--- config.mk ---
export PLATFORM = sky130hd
export DESIGN_NAME = angle_command_tokenizer
export DESIGN_NICKNAME = d
export VERILOG_FILES = /design/src/rtl/core/act_pkg.sv /design/src/rtl/core/act_front.sv /design/src/rtl/core/act_queue.sv /design/src/rtl/core/act_back.sv /design/src/rtl/core/angle_command_tokenizer.sv
export SDC_FILE = /design/constraint.sdc
export NUM_CORES = 1
export LEC_CHECK = 0
export ABC_AREA = 1
export BUFFER_PORTS_ARGS = -buffer_cell sky130_fd_sc_hd__buf_2
export CAP_MARGIN = 20
export CORE_ASPECT_RATIO = 0.9
export CORE_MARGIN = 2
export CORE_UTILIZATION = 30
export DETAILED_ROUTE_END_ITERATION = 8
export GPL_ROUTABILITY_DRIVEN = 0
export PLACE_DENSITY = 0.51
export SLEW_MARGIN = 10
export SYNTH_ARGS = -nofsm -noshare
export SYNTH_HDL_FRONTEND = slang
export SYNTH_SLANG_ARGS = --single-unit
--- constraint.sdc ---
create_clock -name i_clk -period 9 [get_ports i_clk]
set_input_delay 0.45 -clock i_clk [delete_from_list [all_inputs] [get_ports i_clk]]
set_output_delay 0.45 -clock i_clk [all_outputs]
set_load 0.02 [all_outputs]
--- src/rtl/core/act_pkg.sv ---
// Shared types and constants for the angle command tokenizer.
package act_pkg;

    localparam int unsigned QUEUE_DEPTH = 4;
    localparam int unsigned MAX_RESULTS = 3;

    localparam logic [7:0]  CH_NUL   = 8'h00;
    localparam logic [7:0]  CH_SPACE = 8'h20;
    localparam logic [7:0]  CH_OPEN  = 8'h3C;
    localparam logic [7:0]  CH_CLOSE = 8'h3E;
    localparam logic [7:0]  CH_QUOTE = 8'h22;
    localparam logic [7:0]  CH_INFO  = 8'h69;
    localparam logic [7:0]  CH_MINUS = 8'h2D;
    localparam logic [7:0]  CH_UNDER = 8'h5F;

    localparam logic [19:0] TEXT_MARK_HI = 20'h77777;
    localparam logic [31:0] TEXT_MARK    = 32'h7777_7000;

    localparam logic [6:0]  MAX_PARAMS_RESET = 7'd16;
    localparam int unsigned REG_MAX_PARAMS   = 0;

    typedef enum logic [1:0] {
        KIND_PARAM   = 2'd0,
        KIND_DONE    = 2'd1,
        KIND_NO_TERM = 2'd2,
        KIND_FAIL    = 2'd3
    } t_kind;

    typedef enum logic [2:0] {
        PH_FIND   = 3'd0,
        PH_OPCODE = 3'd1,
        PH_SKIP   = 3'd2,
        PH_SIGN   = 3'd3,
        PH_BUILD  = 3'd4,
        PH_TEXT   = 3'd5,
        PH_ITEXT  = 3'd6
    } t_phase;

    typedef struct packed {
        t_kind       kind;
        logic [5:0]  idx;
        logic [31:0] value;
    } t_result;

    typedef struct packed {
        logic [1:0]    count;
        logic [7:0]    opcode;
        t_result [2:0] res;
    } t_bundle;

endpackage

--- src/rtl/core/act_front.sv ---
// Byte parser: classifies each byte and builds the bundle of results it causes.
module act_front import act_pkg::*; #(
    parameter int unsigned MAX_PARAMS = 64
) (
    input  logic       i_clk,
    input  logic       i_rst_n,
    input  logic       i_accept,
    input  logic [7:0] i_ch,
    input  logic       i_first,
    input  logic [6:0] i_max_params,
    output logic       o_push,
    output t_bundle    o_bundle
);

    localparam logic [6:0] LIMIT_CAP = 7'(MAX_PARAMS);

    t_phase      r_phase, n_phase;
    logic [7:0]  r_opcode, n_opcode;
    logic [31:0] r_running, n_running;
    logic        r_negative, n_negative;
    logic [6:0]  r_count, n_count;
    logic [11:0] r_position, n_position;
    logic        r_finished, n_finished;

    logic [6:0]  limit;
    logic        is_digit, is_alpha, is_word;
    logic [7:0]  upper;
    logic [31:0] digit_val, upper_val, text_val, end_val;
    logic        active;
    logic        skip_go;
    logic [1:0]  k;
    t_bundle     bundle;

    assign limit     = (i_max_params > LIMIT_CAP) ? LIMIT_CAP : i_max_params;
    assign is_digit  = (i_ch >= 8'h30) && (i_ch <= 8'h39);
    assign is_alpha  = ((i_ch >= 8'h61) && (i_ch <= 8'h7A)) ||
                       ((i_ch >= 8'h41) && (i_ch <= 8'h5A));
    assign is_word   = is_digit || is_alpha || (i_ch == CH_UNDER);
    assign upper     = ((i_ch >= 8'h61) && (i_ch <= 8'h7A)) ? (i_ch - 8'h20) : i_ch;
    assign digit_val = {24'd0, i_ch - 8'h30};
    assign upper_val = {24'd0, upper};
    assign active    = i_first || !r_finished;

    always_comb begin
        n_phase    = i_first ? PH_FIND : r_phase;
        n_opcode   = i_first ? 8'd0 : r_opcode;
        n_running  = i_first ? 32'd0 : r_running;
        n_negative = i_first ? 1'b0 : r_negative;
        n_count    = i_first ? 7'd0 : r_count;
        n_position = i_first ? 12'd0 : r_position;
        n_finished = i_first ? 1'b0 : r_finished;
        text_val   = TEXT_MARK | {20'd0, n_position + 12'd1};
        end_val    = n_negative ? (32'd0 - n_running) : n_running;
        skip_go    = 1'b0;
        k          = 2'd0;
        bundle     = '0;

        if (active) begin
            if (n_count >= limit) begin
                bundle.res[0].kind = KIND_FAIL;
                k = 2'd1;
                n_finished = 1'b1;
            end else if (i_ch == CH_NUL) begin
                bundle.res[0].kind = KIND_NO_TERM;
                k = 2'd1;
                n_finished = 1'b1;
            end else begin
                unique case (n_phase)
                    PH_OPCODE: begin
                        n_opcode = i_ch;
                        if (i_ch == CH_INFO) begin
                            n_phase = PH_ITEXT;
                            bundle.res[k] = '{KIND_PARAM, n_count[5:0], text_val};
                            k = k + 2'd1;
                            n_count = n_count + 7'd1;
                            if (n_count >= limit) begin
                                bundle.res[k].kind = KIND_FAIL;
                                k = k + 2'd1;
                                n_finished = 1'b1;
                            end
                        end else begin
                            n_phase = PH_SKIP;
                        end
                    end
                    PH_ITEXT: begin
                        if (i_ch == CH_CLOSE) begin
                            bundle.res[k].kind = KIND_DONE;
                            k = k + 2'd1;
                            n_finished = 1'b1;
                        end
                    end
                    PH_TEXT: begin
                        if (i_ch == CH_QUOTE) begin
                            n_phase = PH_SKIP;
                        end
                    end
                    PH_SKIP, PH_SIGN, PH_BUILD: begin
                        if (n_phase == PH_BUILD) begin
                            if (is_digit) begin
                                n_running = (n_running << 3) + (n_running << 1) + digit_val;
                            end else if (is_word) begin
                                n_running = ((n_running << 5) + n_running) ^ upper_val;
                            end else begin
                                bundle.res[k] = '{KIND_PARAM, n_count[5:0], end_val};
                                k = k + 2'd1;
                                n_count = n_count + 7'd1;
                                n_phase = PH_SKIP;
                                if (n_count >= limit) begin
                                    bundle.res[k].kind = KIND_FAIL;
                                    k = k + 2'd1;
                                    n_finished = 1'b1;
                                end else begin
                                    skip_go = 1'b1;
                                end
                            end
                        end
                        if ((n_phase == PH_SKIP) && (r_phase == PH_SKIP || skip_go || i_first)) begin
                            if (i_ch == CH_CLOSE) begin
                                bundle.res[k].kind = KIND_DONE;
                                k = k + 2'd1;
                                n_finished = 1'b1;
                            end else if (i_ch != CH_SPACE) begin
                                n_phase = PH_SIGN;
                            end
                        end
                        if ((n_phase == PH_SIGN) && !n_finished) begin
                            if (i_ch == CH_QUOTE) begin
                                n_phase = PH_TEXT;
                                bundle.res[k] = '{KIND_PARAM, n_count[5:0], text_val};
                                k = k + 2'd1;
                                n_count = n_count + 7'd1;
                                if (n_count >= limit) begin
                                    bundle.res[k].kind = KIND_FAIL;
                                    k = k + 2'd1;
                                    n_finished = 1'b1;
                                end
                            end else if (i_ch == CH_MINUS) begin
                                n_running  = 32'd0;
                                n_negative = 1'b1;
                                n_phase    = PH_BUILD;
                            end else if (is_word) begin
                                n_running  = is_digit ? digit_val : upper_val;
                                n_negative = 1'b0;
                                n_phase    = PH_BUILD;
                            end else begin
                                bundle.res[k].kind = KIND_FAIL;
                                k = k + 2'd1;
                                n_finished = 1'b1;
                            end
                        end
                    end
                    default: begin
                        n_phase = (i_ch == CH_OPEN) ? PH_OPCODE : PH_FIND;
                    end
                endcase
            end
            n_position = n_position + 12'd1;
        end else begin
            n_phase    = r_phase;
            n_opcode   = r_opcode;
            n_running  = r_running;
            n_negative = r_negative;
            n_count    = r_count;
            n_position = r_position;
            n_finished = r_finished;
        end

        bundle.count  = k;
        bundle.opcode = n_opcode;
    end

    assign o_push   = i_accept && (k != 2'd0);
    assign o_bundle = bundle;

    always_ff @(posedge i_clk) begin
        if (!i_rst_n) begin
            r_phase    <= PH_FIND;
            r_opcode   <= 8'd0;
            r_running  <= 32'd0;
            r_negative <= 1'b0;
            r_count    <= 7'd0;
            r_position <= 12'd0;
            r_finished <= 1'b1;
        end else if (i_accept) begin
            r_phase    <= n_phase;
            r_opcode   <= n_opcode;
            r_running  <= n_running;
            r_negative <= n_negative;
            r_count    <= n_count;
            r_position <= n_position;
            r_finished <= n_finished;
        end
    end

endmodule

--- src/rtl/core/act_queue.sv ---
// Short queue of result bundles between the parser and the result stage.
module act_queue import act_pkg::*; (
    input  logic    i_clk,
    input  logic    i_rst_n,
    input  logic    i_push,
    input  t_bundle i_bundle,
    input  logic    i_pop,
    output logic    o_full,
    output logic    o_valid,
    output t_bundle o_bundle
);

    localparam int unsigned PTR_W = $clog2(QUEUE_DEPTH);
    localparam int unsigned CNT_W = $clog2(QUEUE_DEPTH + 1);

    t_bundle            r_mem [QUEUE_DEPTH];
    logic [PTR_W-1:0]   r_wr_ptr, r_rd_ptr;
    logic [CNT_W-1:0]   r_count;
    logic               do_push, do_pop;

    assign o_full   = (r_count == CNT_W'(QUEUE_DEPTH));
    assign o_valid  = (r_count != '0);
    assign o_bundle = r_mem[r_rd_ptr];
    assign do_push  = i_push && !o_full;
    assign do_pop   = i_pop && o_valid;

    always_ff @(posedge i_clk) begin
        if (do_push) begin
            r_mem[r_wr_ptr] <= i_bundle;
        end
    end

    always_ff @(posedge i_clk) begin
        if (!i_rst_n) begin
            r_wr_ptr <= '0;
            r_rd_ptr <= '0;
            r_count  <= '0;
        end else begin
            if (do_push) begin
                r_wr_ptr <= (r_wr_ptr == PTR_W'(QUEUE_DEPTH - 1)) ? '0 : r_wr_ptr + 1'b1;
            end
            if (do_pop) begin
                r_rd_ptr <= (r_rd_ptr == PTR_W'(QUEUE_DEPTH - 1)) ? '0 : r_rd_ptr + 1'b1;
            end
            unique case ({do_push, do_pop})
                2'b10:   r_count <= r_count + 1'b1;
                2'b01:   r_count <= r_count - 1'b1;
                default: r_count <= r_count;
            endcase
        end
    end

endmodule

--- src/rtl/core/act_back.sv ---
// Result stage: walks each bundle and presents its results one per transaction.
module act_back import act_pkg::*; (
    input  logic               i_clk,
    input  logic               i_rst_n,
    input  logic               i_q_valid,
    input  t_bundle            i_q_bundle,
    output logic               o_q_pop,
    input  logic               i_pop,
    output logic               o_empty,
    output logic [1:0]         o_kind,
    output logic [7:0]         o_opcode,
    output logic [5:0]         o_param_index,
    output logic signed [31:0] o_value,
    output logic               o_is_text,
    output logic               o_last
);

    logic       r_valid, n_valid;
    t_bundle    r_bundle;
    logic [1:0] r_sel, n_sel;
    logic       at_last, load;
    t_result    cur;

    assign cur     = r_bundle.res[r_sel];
    assign at_last = (r_sel == r_bundle.count - 2'd1);
    assign load    = (!r_valid || (i_pop && at_last)) && i_q_valid;
    assign o_q_pop = load;

    always_comb begin
        n_valid = r_valid;
        n_sel   = r_sel;
        if (load) begin
            n_valid = 1'b1;
            n_sel   = 2'd0;
        end else if (r_valid && i_pop) begin
            if (at_last) begin
                n_valid = 1'b0;
                n_sel   = 2'd0;
            end else begin
                n_sel = r_sel + 2'd1;
            end
        end
    end

    always_ff @(posedge i_clk) begin
        if (!i_rst_n) begin
            r_valid <= 1'b0;
            r_sel   <= 2'd0;
        end else begin
            r_valid <= n_valid;
            r_sel   <= n_sel;
        end
    end

    always_ff @(posedge i_clk) begin
        if (load) begin
            r_bundle <= i_q_bundle;
        end
    end

    assign o_empty       = !r_valid;
    assign o_kind        = cur.kind;
    assign o_opcode      = r_bundle.opcode;
    assign o_param_index = cur.idx;
    assign o_value       = cur.value;
    assign o_is_text     = (cur.value[31:12] == TEXT_MARK_HI);
    assign o_last        = at_last;

endmodule

--- src/rtl/core/angle_command_tokenizer.sv ---
// Top level: command byte tokenizer with parser, bundle queue and result stage.
// A result passes from the parser into the bundle queue and is then loaded into
// the result stage register before it reaches the output ports.
// Throughput: one byte per cycle while full is low; one result per cycle, set by the single result stage.
// A byte causing several results holds the output for one pop per result; the
// 4-entry bundle queue absorbs bursts before full rises.
// Reset (synchronous, active low): idle until a byte with first set, limit 16.
module angle_command_tokenizer import act_pkg::*; #(
    parameter int unsigned MAX_PARAMS = 64
) (
    input  logic               i_clk,
    input  logic               i_rst_n,
    input  logic               push,
    output logic               full,
    input  logic [7:0]         i_ch,
    input  logic               i_first,
    output logic               empty,
    input  logic               pop,
    output logic [1:0]         o_kind,
    output logic [7:0]         o_opcode,
    output logic [5:0]         o_param_index,
    output logic signed [31:0] o_value,
    output logic               o_is_text,
    output logic               o_last,
    input  logic               psel,
    input  logic               penable,
    input  logic               pwrite,
    input  logic [2:0]         paddr,
    input  logic [31:0]        pwdata,
    output logic [31:0]        prdata,
    output logic               pready
);

    logic [6:0] r_max_params;
    logic       accept;
    logic       f_push;
    t_bundle    f_bundle;
    logic       q_valid, q_pop;
    t_bundle    q_bundle;
    logic       reg_hit;

    assign pready  = 1'b1;
    assign reg_hit = (paddr[2] == 1'(REG_MAX_PARAMS));
    assign prdata  = reg_hit ? {25'd0, r_max_params} : 32'd0;
    assign accept  = push && !full;

    always_ff @(posedge i_clk) begin
        if (!i_rst_n) begin
            r_max_params <= MAX_PARAMS_RESET;
        end else if (psel && penable && pwrite && pready && reg_hit) begin
            r_max_params <= pwdata[6:0];
        end
    end

    act_front #(
        .MAX_PARAMS (MAX_PARAMS)
    ) u_front (
        .i_clk        (i_clk),
        .i_rst_n      (i_rst_n),
        .i_accept     (accept),
        .i_ch         (i_ch),
        .i_first      (i_first),
        .i_max_params (r_max_params),
        .o_push       (f_push),
        .o_bundle     (f_bundle)
    );

    act_queue u_queue (
        .i_clk    (i_clk),
        .i_rst_n  (i_rst_n),
        .i_push   (f_push),
        .i_bundle (f_bundle),
        .i_pop    (q_pop),
        .o_full   (full),
        .o_valid  (q_valid),
        .o_bundle (q_bundle)
    );

    act_back u_back (
        .i_clk         (i_clk),
        .i_rst_n       (i_rst_n),
        .i_q_valid     (q_valid),
        .i_q_bundle    (q_bundle),
        .o_q_pop       (q_pop),
        .i_pop         (pop),
        .o_empty       (empty),
        .o_kind        (o_kind),
        .o_opcode      (o_opcode),
        .o_param_index (o_param_index),
        .o_value       (o_value),
        .o_is_text     (o_is_text),
        .o_last        (o_last)
    );

endmodule
==> flow_summary.json <==
{
  "setup_violations": 0,
  "ff_latch_area_mm2": 0.01544,
  "overflow": 0,
  "drc": 0,
  "cap_violations": 0,
  "wire_per_inst_um": 18.86,
  "grt_antenna_before_repair": 7,
  "postCtsSetupBuffers": 0,
  "fin_cells": 4534,
  "ys_seq_elements": 541,
  "multi_input_area_mm2": 0.01202,
  "drt_wl_total_mm": 85.51,
  "htree_levels": 2,
  "cts_tree": "done",
  "ys_types": 62,
  "vdd_drop_max_mv": 0.1801,
  "power_density_mw_per_mm2": 242.9,
  "hold_viol": 0,
  "max_stage_delay_ns": 0.60,
  "cts_resized": 0,
  "fmax_mhz": 144.9,
  "maxSlewViolCount": 0,
  "cts_made_buffers": 58,
  "clock_latency_ns": 0.63,
  "placementRows": 108,
  "finalSetupTns_ns": 0,
  "setup_slack_ns": 2.100,
  "tightest_slew_ns": 1.191,
  "crit_type": "reg2reg",
  "port_buffers": 82,
  "ys.flop_type": "edfxtp_1",
  "yosysTopAreaCellShare_pct": 47.29,
  "via_count": 23110,
  "skew_ns": 0.02944,
  "path_buf_inv": 7,
  "crit_required_ns": 9.51,
  "die_area_mm2": 0.09988,
  "slew-limit-headroom_pct": 19.78,
  "final_net_count": 3404,
  "antenna_left": 0,
  "critPathCaptureType": "flop",
  "syn_area_per_cell_um2": 9.182,
  "rsz0062_at_grt": "no",
  "core_area_mm2": 0.09648,
  "cp.arrival_ns": 7.41,
  "die_x_um": 332.9,
  "dp_hpwl_mm": 56.79,
  "layout_min_cycle_time_ns": 6.900,
  "layout-drive-gt1-share_pct": 9.578,
  "p_leak_nw": 12.81,
  "synthTopCellsByArea": "edfxtp_1 47%, o21ai_0 6.8%, nand2_1 5.6%",
  "die_h_um": 300.0,
  "hp-class": "in2reg",
  "p_total_w": 0.007979,
  "drt-pass1-iter-count": 5,
  "crit_top_cell": "nand2_1",
  "status": "completed",
  "initial_core_util_pct": 30.27,
  "pre_cts_ws_ns": 1.862,
  "ys_seq_area_share_pct": 52.84,
  "vias_per_cell": 5.097,
  "grt_pass1_wl_mm": 130.6,
  "fillers": 9941,
  "io_pins": 136,
  "yosys_warnings": 0,
  "dp_cells": 4422,
  "grt_pass1_vias": 21570,
  "cts.sinks": 541,
  "yosysTopAreaCell": "edfxtp_1",
  "grt_max_degree": 105,
  "startpoint_type": "flop",
  "netlist_instances": 3181,
  "area_growth_pct": 12.48,
  "final_util_pct": 34.05,
  "holdBufCountCts": 0,
  "cts_buffer_depth": 3,
  "grt_usage_pct": 16.68,
  "synth-edff-count": 460,
  "syn_area_mm2": 0.02921,
  "cp_max_fo": 41,
  "drt-initial-drc-count": 2100,
  "root_buffer": "clkbuf_16",
  "finalCritPeriodShare_pct": 76.66,
  "crit_path_top_delay_cell": "o21ai_1",
  "crit_family": "compound AO/OA/AOI/OAI gates",
  "cts.clk_slew.worst_paths_ns": 0.07,
  "async_flop_share_pct": 0
}
where the power goes:
part / internal, W / switching [W]
Sequential: 0.00319 / 0.000163
Combinational: 0.000630 / 0.00163
Clock: 0.00136 / 0.00101
worst paths after layout:
path | from | end | slack (ns) | depth (start not counted)
max reg2reg | u_front.r_phase[2]$_SDFFE_PN0P_ | u_queue.r_count[2]$_SDFFE_PN0P_ | 2.10 | 34
min | pwdata[4] | r_max_params[4]$_SDFFE_PN1P_ | 0.07 | 3
min reg2reg | u_front.r_position[2]$_SDFFE_PN0P_ | u_front.r_position[2]$_SDFFE_PN0P_ | 0.46 | 2
max | u_front.r_phase[2]$_SDFFE_PN0P_ | u_queue.r_count[2]$_SDFFE_PN0P_ | 2.10 | 34
layer usage:
| metal | vias to the layer above | routed length, um | global-route usage [%] |
|---|---|---|---|
| met5 | - | 65 | 0 |
| met4 | 10 | 1487 | 3.631 |
| met3 | 105 | 4638 | 2.206 |
| met2 | 606 | 37730 | 26.26 |
| met1 | 11150 | 41590 | 24.41 |
| li1 | 11240 | - | - |
worst reg2reg max path: cells and delay by family, from the launching register on:
family / cells / cell delay (ns)
compound gates: 9 / 1.89
xor+xnor: 1 / 0.19
fa+ha+maj: 4 / 1.23
buf+inv: 7 / 1.39
flops: 1 / 0.41
simple gates: 13 / 1.71
cell type report:
type                            count  area share, %
Timing Repair Buffer              130          2.575
Clock buffer                       72          4.764
Sequential cell                   541          47.00
Clock inverter                     38          1.005
Tap cell                         1265          4.818
Multi-Input combinational cell   2204          36.59
Inverter                          283          3.241
Antenna cell                        1       0.007617
cell usage after synthesis, types with 6 or more instances:
| cell type | n |
|---|---|
| o211ai_1 | 35 |
| nand3_1 | 106 |
| xnor2_1 | 22 |
| a21oi_1 | 264 |
| o21ai_1 | 16 |
| a221oi_1 | 16 |
| nand4_1 | 20 |
| o22ai_1 | 100 |
| clkbuf_1 | 118 |
| ha_1 | 127 |
| xor2_1 | 37 |
| nor3_2 | 8 |
| a31oi_1 | 28 |
| nor4_1 | 6 |
| a211oi_1 | 6 |
| buf_1 | 10 |
| buf_4 | 37 |
| fa_1 | 8 |
| nand2_2 | 11 |
| or2_2 | 10 |
| nor3_1 | 27 |
| edfxtp_1 | 460 |
| inv_1 | 256 |
| inv_2 | 23 |
| dfxtp_1 | 81 |
| nor2_1 | 420 |
| o21ai_0 | 398 |
| nand2_1 | 439 |
| buf_2 | 9 |
cells in the final DEF, fill, tap and decap left out, types with 59 or more instances in the layout:
master / synthesis / routed
edfxtp_1: 460 / 460
nand2_1: 439 / 438
nor2_1: 420 / 412
o21ai_0: 398 / 398
a21oi_1: 264 / 264
inv_1: 256 / 254
ha_1: 127 / 127
nand3_1: 106 / 106
o22ai_1: 100 / 100
buf_2: 9 / 82
dfxtp_1: 81 / 79
clkbuf_16: 0 / 59
registers in the layout, summed over array words and instances (netlist names), 3 cells and up:
signal / count
u_queue.r_count: 3
u_front.r_opcode: 8
r_max_params: 7
u_front.r_running: 32
u_queue.r_mem: 368
u_back.r_bundle: 84
u_front.r_phase: 3
u_front.r_count: 7
u_back.o_opcode: 8
u_front.r_position: 12
through the flow:
stage | hold slack, ns | cell area, um2
final | 0.06519 | 32850
after floorplan | 0.4303 | 29300
after CTS | 0.03166 | 32830
after global placement | 0.4468 | 30930
after global routing | 0.05748 | 32850
after detailed placement | 0.4530 | 30930
logic make-up after synthesis:
group	count (synthesis)	synth area share, %
AND/OR/NAND/NOR	1074	15.59
XOR/XNOR	59	1.769
flip-flops	541	52.84
buffers and inverters	460	6.503
adder cells (fa/ha/maj)	135	5.989
other	2	0.02571
AO/OA/AOI/OAI	910	17.28
Note: power is estimated with default switching activity, not from simulation.
